$ cat src/rtl/blta_pkg.sv
// Shared types and constants for the block-linear texture address generator.
// Used by blta_geom and block_linear_texture_address; depends on nothing.
package blta_pkg;

    localparam int MAX_EXTENT_DEF = 16384;

    localparam int IMG_W   = 15;
    localparam int BLK_W   = 4;
    localparam int BPE_W   = 5;
    localparam int ALIGN_W = 17;
    localparam int LOG2_W  = 3;
    localparam int COORD_W = 14;
    localparam int ADDR_W  = 32;

    localparam int CFG_IDX_W  = 3;
    localparam int CFG_DATA_W = 17;

    localparam int GOB_BYTES      = 512;
    localparam int GOB_ROW_BYTES  = 64;
    localparam int GOB_ROWS       = 8;
    localparam int LIN_PITCH_ALIGN = 32;

    localparam logic [IMG_W-1:0]   RST_IMAGE_WIDTH  = IMG_W'(1);
    localparam logic [IMG_W-1:0]   RST_IMAGE_HEIGHT = IMG_W'(1);
    localparam logic [BLK_W-1:0]   RST_BLOCK_WIDTH  = BLK_W'(1);
    localparam logic [BLK_W-1:0]   RST_BLOCK_HEIGHT = BLK_W'(1);
    localparam logic [BPE_W-1:0]   RST_BPE          = BPE_W'(4);
    localparam logic               RST_TILE_MODE    = 1'b0;
    localparam logic [ALIGN_W-1:0] RST_ALIGN        = ALIGN_W'(512);
    localparam logic [LOG2_W-1:0]  RST_BH_LOG2      = LOG2_W'(4);

    typedef enum logic [CFG_IDX_W-1:0] {
        REG_IMAGE_WIDTH       = 3'd0,
        REG_IMAGE_HEIGHT      = 3'd1,
        REG_BLOCK_WIDTH       = 3'd2,
        REG_BLOCK_HEIGHT_PX   = 3'd3,
        REG_BYTES_PER_ELEMENT = 3'd4,
        REG_TILE_MODE         = 3'd5,
        REG_SURFACE_ALIGNMENT = 3'd6,
        REG_BLOCK_HEIGHT_LOG2 = 3'd7
    } cfg_reg_e;

    typedef struct packed {
        logic               valid;
        logic               tile_mode;
        logic [LOG2_W-1:0]  bh_log2;
        logic [BPE_W-1:0]   bpe;
        logic [ADDR_W-1:0]  size;
    } geom_ctl_t;

endpackage

$ cat src/rtl/blta_geom.sv
// Configuration registers and surface geometry sequencer (widths, pitch, size).
// Depends on blta_pkg; instantiated by block_linear_texture_address.
module blta_geom #(
    parameter int MAX_EXTENT = blta_pkg::MAX_EXTENT_DEF,
    localparam int NUM_W   = $clog2(MAX_EXTENT + 16),
    localparam int PITCH_W = NUM_W + 6,
    localparam int GOB_W   = NUM_W
) (
    input  logic                             clk,
    input  logic                             rst_n,
    input  logic                             cfg_we,
    input  logic [blta_pkg::CFG_IDX_W-1:0]   cfg_index,
    input  logic [blta_pkg::CFG_DATA_W-1:0]  cfg_wdata,
    output blta_pkg::geom_ctl_t              ctl,
    output logic [NUM_W-1:0]                 width_blk,
    output logic [PITCH_W-1:0]               pitch,
    output logic [GOB_W-1:0]                 gobs_wide
);
    import blta_pkg::*;

    localparam int HAL_W = ((NUM_W > 10) ? NUM_W : 10) + 1;
    localparam int CNT_W = $clog2(NUM_W);

    typedef enum logic [6:0] {
        ST_IDLE  = 7'b0000001,
        ST_LOAD  = 7'b0000010,
        ST_DIVW  = 7'b0000100,
        ST_DIVH  = 7'b0001000,
        ST_PITCH = 7'b0010000,
        ST_SIZE  = 7'b0100000,
        ST_ALIGN = 7'b1000000
    } state_t;

    state_t               state_reg, state_next;
    logic [IMG_W-1:0]     image_width_reg, image_height_reg;
    logic [BLK_W-1:0]     block_width_reg, block_height_reg;
    logic [BPE_W-1:0]     bpe_reg;
    logic                 tile_mode_reg;
    logic [ALIGN_W-1:0]   align_reg;
    logic [LOG2_W-1:0]    log2_reg;

    logic [NUM_W-1:0]     num_reg, num_next;
    logic [3:0]           rem_reg, rem_next;
    logic [CNT_W-1:0]     cnt_reg, cnt_next;
    logic [NUM_W-1:0]     w_reg, w_next, h_reg, h_next;
    logic [PITCH_W-1:0]   pitch_reg, pitch_next;
    logic [GOB_W-1:0]     gobs_reg, gobs_next;
    logic [HAL_W-1:0]     hal_reg, hal_next;
    logic [ADDR_W-1:0]    prod_reg, prod_next;
    logic [ADDR_W-1:0]    size_reg, size_next;

    logic [BLK_W-1:0]     d_cur;
    logic [4:0]           trial;
    logic                 ge;
    logic [3:0]           rem_step;
    logic [NUM_W-1:0]     num_step;
    logic                 last_step;
    logic [ADDR_W-1:0]    wbpe, pitch_full, gobs_full, hal_full;

    function automatic logic [BLK_W-1:0] divisor(input logic [BLK_W-1:0] d);
        return (d == '0) ? BLK_W'(1) : d;
    endfunction

    function automatic logic [NUM_W-1:0] dividend(input logic [IMG_W-1:0] ext,
                                                  input logic [BLK_W-1:0] d);
        logic [31:0] e;
        e = (32'(ext) > 32'(MAX_EXTENT)) ? 32'(MAX_EXTENT) : 32'(ext);
        return NUM_W'(e + 32'(divisor(d)) - 32'd1);
    endfunction

    function automatic logic [31:0] align_up32(input logic [31:0] v, input logic [31:0] a);
        return ((v - 32'd1) | (a - 32'd1)) + 32'd1;
    endfunction

    // restoring divide, one quotient bit per cycle
    always_comb
    begin
        d_cur     = divisor((state_reg == ST_DIVH) ? block_height_reg : block_width_reg);
        trial     = {rem_reg, num_reg[NUM_W-1]};
        ge        = (trial >= {1'b0, d_cur});
        rem_step  = ge ? 4'(trial - {1'b0, d_cur}) : trial[3:0];
        num_step  = {num_reg[NUM_W-2:0], ge};
        last_step = (cnt_reg == CNT_W'(NUM_W - 1));
    end

    always_comb
    begin
        wbpe       = 32'(w_reg) * 32'(bpe_reg);
        pitch_full = align_up32(wbpe, tile_mode_reg ? 32'(GOB_ROW_BYTES)
                                                    : 32'(LIN_PITCH_ALIGN));
        gobs_full  = (wbpe + 32'(GOB_ROW_BYTES - 1)) >> $clog2(GOB_ROW_BYTES);
        hal_full   = tile_mode_reg ? align_up32(32'(h_reg), 32'(GOB_ROWS) << log2_reg)
                                   : 32'(h_reg);
    end

    always_comb
    begin
        state_next = state_reg;
        num_next   = num_reg;
        rem_next   = rem_reg;
        cnt_next   = cnt_reg;
        w_next     = w_reg;
        h_next     = h_reg;
        pitch_next = pitch_reg;
        gobs_next  = gobs_reg;
        hal_next   = hal_reg;
        prod_next  = prod_reg;
        size_next  = size_reg;
        unique case (state_reg)
            ST_IDLE:
            begin
            end
            ST_LOAD:
            begin
                num_next   = dividend(image_width_reg, block_width_reg);
                rem_next   = '0;
                cnt_next   = '0;
                state_next = ST_DIVW;
            end
            ST_DIVW:
            begin
                num_next = num_step;
                rem_next = rem_step;
                cnt_next = cnt_reg + CNT_W'(1);
                if (last_step)
                begin
                    w_next     = num_step;
                    num_next   = dividend(image_height_reg, block_height_reg);
                    rem_next   = '0;
                    cnt_next   = '0;
                    state_next = ST_DIVH;
                end
            end
            ST_DIVH:
            begin
                num_next = num_step;
                rem_next = rem_step;
                cnt_next = cnt_reg + CNT_W'(1);
                if (last_step)
                begin
                    h_next     = num_step;
                    state_next = ST_PITCH;
                end
            end
            ST_PITCH:
            begin
                pitch_next = PITCH_W'(pitch_full);
                gobs_next  = GOB_W'(gobs_full);
                hal_next   = HAL_W'(hal_full);
                state_next = ST_SIZE;
            end
            ST_SIZE:
            begin
                prod_next  = 32'(pitch_reg) * 32'(hal_reg);
                state_next = ST_ALIGN;
            end
            ST_ALIGN:
            begin
                size_next  = align_up32(prod_reg, 32'(align_reg));
                state_next = ST_IDLE;
            end
            default:
            begin
                state_next = ST_LOAD;
            end
        endcase
        if (cfg_we)
        begin
            state_next = ST_LOAD;
        end
    end

    always_ff @(posedge clk or negedge rst_n)
    begin
        if (!rst_n)
        begin
            state_reg        <= ST_LOAD;
            image_width_reg  <= RST_IMAGE_WIDTH;
            image_height_reg <= RST_IMAGE_HEIGHT;
            block_width_reg  <= RST_BLOCK_WIDTH;
            block_height_reg <= RST_BLOCK_HEIGHT;
            bpe_reg          <= RST_BPE;
            tile_mode_reg    <= RST_TILE_MODE;
            align_reg        <= RST_ALIGN;
            log2_reg         <= RST_BH_LOG2;
        end
        else
        begin
            state_reg <= state_next;
            if (cfg_we)
            begin
                unique case (cfg_index)
                    REG_IMAGE_WIDTH:       image_width_reg  <= cfg_wdata[IMG_W-1:0];
                    REG_IMAGE_HEIGHT:      image_height_reg <= cfg_wdata[IMG_W-1:0];
                    REG_BLOCK_WIDTH:       block_width_reg  <= cfg_wdata[BLK_W-1:0];
                    REG_BLOCK_HEIGHT_PX:   block_height_reg <= cfg_wdata[BLK_W-1:0];
                    REG_BYTES_PER_ELEMENT: bpe_reg          <= cfg_wdata[BPE_W-1:0];
                    REG_TILE_MODE:         tile_mode_reg    <= cfg_wdata[0];
                    REG_SURFACE_ALIGNMENT: align_reg        <= cfg_wdata[ALIGN_W-1:0];
                    REG_BLOCK_HEIGHT_LOG2: log2_reg         <= cfg_wdata[LOG2_W-1:0];
                    default:
                    begin
                    end
                endcase
            end
        end
    end

    always_ff @(posedge clk)
    begin
        num_reg   <= num_next;
        rem_reg   <= rem_next;
        cnt_reg   <= cnt_next;
        w_reg     <= w_next;
        h_reg     <= h_next;
        pitch_reg <= pitch_next;
        gobs_reg  <= gobs_next;
        hal_reg   <= hal_next;
        prod_reg  <= prod_next;
        size_reg  <= size_next;
    end

    assign ctl.valid     = (state_reg == ST_IDLE);
    assign ctl.tile_mode = tile_mode_reg;
    assign ctl.bh_log2   = log2_reg;
    assign ctl.bpe       = bpe_reg;
    assign ctl.size      = size_reg;
    assign width_blk     = w_reg;
    assign pitch         = pitch_reg;
    assign gobs_wide     = gobs_reg;

endmodule

$ cat src/rtl/block_linear_texture_address.sv
// Top level of the block-linear texture address generator: four-stage address pipeline.
// Depends on blta_pkg and blta_geom.
//
// Usage:
//   Configuration: write cfg_wdata to register cfg_index while cfg_we is high.
//   Requests: x_coord/y_coord (element units) on in_valid/in_ready.
//   Results: src_addr (tiled surface offset), dst_addr (linear image offset) and
//   copy_ok on out_valid/out_ready, one result per request, in order.
// Path: a request passes stage A, B, C and the output stage, which drives out_valid.
// Throughput: one request per cycle; every pipeline stage advances on its own,
//   so a stalled output holds only the last stage and bubbles ahead of it close up.
// Geometry: after reset and after every configuration write the surface width,
//   pitch and size are recomputed by a one-bit-per-cycle divider over width then
//   height; in_ready stays low until the recompute is done.
// Reset: registers return to their reset values and the pipeline empties.
// Stall: with out_ready low, the result holds and in_ready drops once all four
//   stages are full.
module block_linear_texture_address #(
    parameter int MAX_EXTENT = blta_pkg::MAX_EXTENT_DEF
) (
    input  logic                             clk,
    input  logic                             rst_n,
    input  logic                             cfg_we,
    input  logic [blta_pkg::CFG_IDX_W-1:0]   cfg_index,
    input  logic [blta_pkg::CFG_DATA_W-1:0]  cfg_wdata,
    input  logic                             in_valid,
    output logic                             in_ready,
    input  logic [blta_pkg::COORD_W-1:0]     x_coord,
    input  logic [blta_pkg::COORD_W-1:0]     y_coord,
    output logic                             out_valid,
    input  logic                             out_ready,
    output logic [blta_pkg::ADDR_W-1:0]      src_addr,
    output logic [blta_pkg::ADDR_W-1:0]      dst_addr,
    output logic                             copy_ok
);
    import blta_pkg::*;

    localparam int NUM_W   = $clog2(MAX_EXTENT + 16);
    localparam int PITCH_W = NUM_W + 6;
    localparam int GOB_W   = NUM_W;
    localparam int NSTG    = 4;
    localparam int XB_W    = COORD_W + BPE_W;
    localparam int YT_W    = COORD_W - $clog2(GOB_ROWS);
    localparam int GOB_SH  = $clog2(GOB_BYTES);
    localparam int ROW_SH  = $clog2(GOB_ROW_BYTES);

    geom_ctl_t             ctl;
    logic [NUM_W-1:0]      width_blk;
    logic [PITCH_W-1:0]    pitch;
    logic [GOB_W-1:0]      gobs_wide;

    logic [NSTG-1:0]       valid_reg, valid_next;
    logic [NSTG-1:0]       en;
    logic                  in_acc;

    // stage A
    logic [COORD_W-1:0]    x_a_reg, y_a_reg;
    logic [XB_W-1:0]       xb_a_reg;
    logic [ADDR_W-1:0]     yw_a_reg, ypitch_a_reg;
    logic [YT_W-1:0]       ytile_a_reg;
    // stage B
    logic [COORD_W-1:0]    y_b_reg;
    logic [XB_W-1:0]       xb_b_reg;
    logic [ADDR_W-1:0]     src_lin_b_reg, dst_pre_b_reg, gprod_b_reg;
    // stage C
    logic [ADDR_W-1:0]     src_c_reg, dst_c_reg;
    // output stage
    logic [ADDR_W-1:0]     src_reg, dst_reg;
    logic                  ok_reg;

    logic [ADDR_W-1:0]     src_bl, tile_hi;
    logic [YT_W-1:0]       ymid;
    logic [GOB_SH-1:0]     gob_low;
    logic                  ok_c;

    blta_geom #(
        .MAX_EXTENT (MAX_EXTENT)
    ) u_geom (
        .clk       (clk),
        .rst_n     (rst_n),
        .cfg_we    (cfg_we),
        .cfg_index (cfg_index),
        .cfg_wdata (cfg_wdata),
        .ctl       (ctl),
        .width_blk (width_blk),
        .pitch     (pitch),
        .gobs_wide (gobs_wide)
    );

    // advance a stage when it is empty or the stage after it advances
    always_comb
    begin
        en[NSTG-1] = !valid_reg[NSTG-1] || out_ready;
        for (int i = NSTG - 2; i >= 0; i--)
        begin
            en[i] = !valid_reg[i] || en[i+1];
        end
    end

    assign in_ready = en[0] && ctl.valid;
    assign in_acc   = in_valid && in_ready;

    always_comb
    begin
        valid_next[0] = en[0] ? in_acc : valid_reg[0];
        for (int i = 1; i < NSTG; i++)
        begin
            valid_next[i] = en[i] ? valid_reg[i-1] : valid_reg[i];
        end
    end

    always_ff @(posedge clk or negedge rst_n)
    begin
        if (!rst_n)
        begin
            valid_reg <= '0;
        end
        else
        begin
            valid_reg <= valid_next;
        end
    end

    always_comb
    begin
        tile_hi = gprod_b_reg + 32'(xb_b_reg[XB_W-1:ROW_SH]);
        ymid    = (y_b_reg[COORD_W-1:$clog2(GOB_ROWS)]) & ~({YT_W{1'b1}} << ctl.bh_log2);
        gob_low = {xb_b_reg[5], y_b_reg[2:1], xb_b_reg[4], y_b_reg[0], xb_b_reg[3:0]};
        src_bl  = ((tile_hi << GOB_SH) << ctl.bh_log2) + (32'(ymid) << GOB_SH)
                  + 32'(gob_low);
        ok_c    = ((src_c_reg + 32'(ctl.bpe)) <= ctl.size)
                  && ((dst_c_reg + 32'(ctl.bpe)) <= ctl.size);
    end

    always_ff @(posedge clk)
    begin
        if (en[0])
        begin
            x_a_reg      <= x_coord;
            y_a_reg      <= y_coord;
            xb_a_reg     <= XB_W'(x_coord) * XB_W'(ctl.bpe);
            yw_a_reg     <= 32'(y_coord) * 32'(width_blk);
            ypitch_a_reg <= 32'(y_coord) * 32'(pitch);
            ytile_a_reg  <= YT_W'(y_coord >> ($clog2(GOB_ROWS) + 32'(ctl.bh_log2)));
        end
        if (en[1])
        begin
            y_b_reg       <= y_a_reg;
            xb_b_reg      <= xb_a_reg;
            src_lin_b_reg <= ypitch_a_reg + 32'(xb_a_reg);
            dst_pre_b_reg <= yw_a_reg + 32'(x_a_reg);
            gprod_b_reg   <= 32'(ytile_a_reg) * 32'(gobs_wide);
        end
        if (en[2])
        begin
            src_c_reg <= ctl.tile_mode ? src_bl : src_lin_b_reg;
            dst_c_reg <= dst_pre_b_reg * 32'(ctl.bpe);
        end
        if (en[3])
        begin
            src_reg <= src_c_reg;
            dst_reg <= dst_c_reg;
            ok_reg  <= ok_c;
        end
    end

    assign out_valid = valid_reg[NSTG-1];
    assign src_addr  = src_reg;
    assign dst_addr  = dst_reg;
    assign copy_ok   = ok_reg;

    a_ready_needs_geom: assert property (@(posedge clk) disable iff (!rst_n)
        in_ready |-> ctl.valid)
        else $error("request taken before geometry is ready");

    a_cfg_blocks_input: assert property (@(posedge clk) disable iff (!rst_n)
        cfg_we |=> !in_ready)
        else $error("request taken during geometry recompute");

    a_stage_holds: assert property (@(posedge clk) disable iff (!rst_n)
        (valid_reg[0] && !en[0]) |=> valid_reg[0])
        else $error("stalled stage lost its request");

endmodule

$ cat config.mk
export PLATFORM = sky130hd
export DESIGN_NAME = block_linear_texture_address
export DESIGN_NICKNAME = d
export VERILOG_FILES = /design/src/rtl/blta_pkg.sv /design/src/rtl/blta_geom.sv /design/src/rtl/block_linear_texture_address.sv
export SDC_FILE = /design/constraint.sdc
export NUM_CORES = 2
export LEC_CHECK = 0
export BUFFER_PORTS_ARGS = -buffer_cell sky130_fd_sc_hd__buf_2
export CORE_UTILIZATION = 25
export CTS_BUF_LIST = sky130_fd_sc_hd__clkbuf_16
export DETAILED_ROUTE_END_ITERATION = 10
export GPL_ROUTABILITY_DRIVEN = 0
export PLACE_DENSITY_LB_ADDON = 0.1
export RECOVER_POWER = 50
export SLEW_MARGIN = 20
export SYNTH_ARGS = -nofsm -noshare
export SYNTH_HDL_FRONTEND = slang
export SYNTH_SLANG_ARGS = --single-unit
$ cat constraint.sdc
create_clock -name clk -period 7.6 [get_ports clk]
set_input_delay 1.52 -clock clk [delete_from_list [all_inputs] [get_ports clk]]
set_output_delay 1.52 -clock clk [all_outputs]
set_load 0.005 [all_outputs]
==> impl_metrics.py <==
metrics = {
    "timing": {
        "finalCriticalPeriod_ns": 7.20,
        "finalMaxSlewViolations": 442,
        "fmax_mhz": 139,
        "tightest_slew_ns": 3.85,
        "finalSetupTns_ns": 0,
        "finalCritPeriodShare_pct": 94.7,
        "setup_violations": 0,
        "clock_skew_ns": 0.0640,
        "hold_viol": 0,
        "grt_setup_unrepaired": "false",
        "relSlewSlack_pct": -157,
        "finalWorstSetupSlack_ns": 0.404,
    },
    "worst_setup_path": {
        "worst-r2r-setup-slack_ns": 0.50,
        "cp.required_ns": 8.05,
        "timing.critical_path.buf_inv": 5,
        "crit_path_max_incr_delay_ns": 0.67,
        "worst-path-max-fanout": 13,
        "path_common_cell": "fa_1",
        "crit_type": "in -> reg",
        "crit_chain": "clkbuf_1, clkbuf_1, clkbuf_1, nand2_1, fa_1, inv_1, fa_1, fa_1, fa_1, fa_1, ha_1, ha_1, or2_2, a21oi_1, a31oi_1, buf_4, a211oi_1, o21bai_1, a21oi_1, xnor2_1",
        "cp.arrival_ns": 7.65,
        "start_kind": "input pin",
        "r2r_end": "u_geom.prod_reg[31]$_DFFE_PP_",
        "cp-end-kind": "flip-flop",
        "r2r-start": "u_geom.pitch[8]$_DFFE_PP_",
        "reg2regPathDepth": 20,
        "cpMaxStageDelayCell": "clkbuf_1",
        "cp_top_family": "adder cells",
    },
    "synth": {
        "postSynthCellCount": 6548,
        "synth_area_sq_mm": 0.0644,
        "synth_edf_count": 502,
        "synth_warnings": 0,
        "ys_types": 105,
        "syn_avg_cell_area_sq_um": 9.84,
        "synth_top_cell_by_area": "fa_1",
        "synth-seq-cells": 577,
        "synth-async-reset-ratio_pct": 13.0,
        "synthTopCellsByArea": "fa_1 (24%), edfxtp_1 (23%), ha_1 (11%)",
        "synth_top_area_share_pct": 24.3,
        "ys_seq_area_share_pct": 26.3,
        "synth_flop_cell": "edfxtp_1",
        "syn_nets": 7928,
    },
    "pwr": {
        "ir_worst_vdd_v": 0.000325,
        "p_leak_uw": 0.0324,
        "power.density_mw_per_mm2": 415,
    },
    "global_route": {
        "antenna_found_initial": 19,
        "grt_pass1_vias": 49085,
        "grt_max_degree": 66,
        "grt_pass1_wl_um": 318000,
        "gr-total-overflow": 0,
        "grtUsageTotal_pct": 16.4,
    },
    "finish": {
        "finalNonFillerCells": 10140,
        "fin_area_sq_mm": 0.0723,
        "nFillCells": 27208,
        "final_nets": 8064,
        "final_common_cell": "inv_1",
        "drive_gt1_share_pct": 7.91,
        "syn2layout_area_growth_pct": 12.2,
        "mostFrequentLayoutCells": "inv_1 (973), nand2_1 (881), fa_1 (782)",
        "utilization_pct": 28.2,
    },
    "worst_hold_path": {
        "hold_end": "y_b_reg[1]$_DFFE_PP_",
        "hold_depth": 0,
        "hold_path_startpoint": "y_a_reg[1]$_DFFE_PP_",
        "min_path_type": "reg -> reg",
    },
    "route": {
        "drc": 0,
        "num_vias": 46158,
        "ant_nets": 0,
        "wl_um": 210000,
        "wl_per_cell_um": 20.7,
        "first_pass_iters": 5,
        "drtIter0Drc": 2512,
        "via_per_inst": 4.55,
    },
    "clock_network": {
        "ctsRootBufferMaster": "clkbuf_16",
        "cts_hold_buffers": 0,
        "cts_buffer_depth": 3,
        "ctsResizeCount": 0,
        "path_clk_slew_ns": 0.06,
        "post_cts_buffers": 0,
        "clk_latency_ns": 0.73,
        "cts_max_level": 3,
        "numCtsBuffers": 80,
        "cts_tree": "done",
        "clock-sinks": 577,
    },
    "floorplan": {
        "die-area_sq_mm": 0.260,
        "die_h_um": 510,
        "coreArea_sq_mm": 0.256,
        "pin_count": 120,
        "rows": 186,
        "start_util_pct": 25.1,
        "die_w_um": 510,
    },
    "placement": {
        "dp_cells": 9986,
        "dp_hpwl_um": 171000,
        "place_ws_ns": -0.166,
        "port-buffer-count": 119,
        "placed_area_sq_mm": 0.0699,
    },
    "run_status": {
        "status": "finished, violations left",
        "violations": "max-capacitance violations, max-slew violations",
    },
    "run": {
        "maxCapViolations": 10,
    },
}
[routing by layer]
metal,up-vias,global-route usage [%],wire length [um],share of wire [%]
li1,21718,-,-,-
met1,23575,22.6,99900,48
met5,-,0,0,0
met4,0,3.03,3480,1.7
met3,152,1.97,7390,3.5
met2,713,27.5,99100,47
[cells by family (layout without fill, tap and decap cells)]
| logic type | Yosys count | after routing | share of synthesized area (%) |
|---|---|---|---|
| and+or+nand+nor | 2175 | 2175 | 16.8 |
| adders and majority gates | 1328 | 1328 | 34.9 |
| buffers and inverters | 1212 | 1411 | 7.09 |
| AOI/OAI and AO/OA | 749 | 749 | 7.62 |
| DFF | 577 | 577 | 26.3 |
| xor gates and xnor gates | 390 | 390 | 5.30 |
| muxes | 117 | 117 | 2.02 |
| other | 0 | 9 | 0 |
[cell type report]
type | instances | area (sq um) | area share [%]
flip-flops and latches | 577 | 17000 | 23.5
multi-input cells | 4759 | 42900 | 59.3
clock buffers | 80 | 2000 | 2.77
diodes | 9 | 22.5 | 0.0311
well taps | 3384 | 4230 | 5.86
inverters | 959 | 3600 | 4.98
repair buffers | 307 | 2030 | 2.80
clock inverters | 65 | 549 | 0.760
[how the worst max path moves through the flow]
stage	cells past startpoint	from	slack, ns	to
floorplan	3	out_ready	0.14	in_ready
detailed placement	22	y_coord[4]	-0.17	ypitch_a_reg[31]$_DFFE_PP_
global placement	26	y_coord[4]	-0.24	yw_a_reg[27]$_DFFE_PP_
global route	20	y_coord[12]	0.11	ypitch_a_reg[29]$_DFFE_PP_
finish	20	y_coord[12]	0.40	ypitch_a_reg[29]$_DFFE_PP_
CTS	20	u_geom.pitch[8]$_DFFE_PP_	0.38	u_geom.prod_reg[31]$_DFFE_PP_
[cell usage after synthesis (16+ instances only)]
cell,count
nand2b_1,62
mux2i_1,26
o211ai_1,16
o21bai_1,38
o21ai_0,143
nand2_1,881
inv_1,957
o31ai_1,20
nand3_1,90
edfxtp_1,502
a21o_1,75
ha_1,545
nor2b_1,50
and3_1,52
xnor2_1,277
a211oi_1,26
fa_1,782
a31oi_1,36
or2_2,16
nor3_1,97
clkbuf_1,230
nand4_1,47
or3_1,35
o21a_1,33
and2_1,513
a21oi_1,206
nor2_1,223
mux2_2,88
nor4_1,30
xor2_1,113
dfrtp_1,67
[worst reg2reg max path, cell delays in order, from the launching register on]
cell	delay (ns)
edfxtp_1	1.10
buf_4	0.32
and2_1	0.15
fa_1	0.44
fa_1	0.44
ha_1	0.22
fa_1	0.48
inv_1	0.06
fa_1	0.53
inv_1	0.05
fa_1	0.43
ha_1	0.24
o311ai_0	0.74
a31oi_1	0.25
a31o_2	0.34
a21oi_1	0.33
a21oi_1	0.15
o21ai_0	0.24
a21oi_1	0.10
a31oi_1	0.14
buf_4	0.18
[metrics by stage]
| stage | power [uW] | hold slack [ns] |
|---|---|---|
| floorplan | 20500 | 0.400 |
| global placement | 26600 | 0.400 |
| detailed placement | 26600 | 0.405 |
| CTS | 30600 | 0.419 |
| global route | 33000 | 0.419 |
| finish | 30000 | 0.413 |
[power by group]
group / switching (uW) / internal, uW / total, uW
logic: 11100 / 8460 / 19600
clock network: 1620 / 2110 / 3730
registers: 1150 / 5540 / 6680
Power figures use the tool's default switching activity.
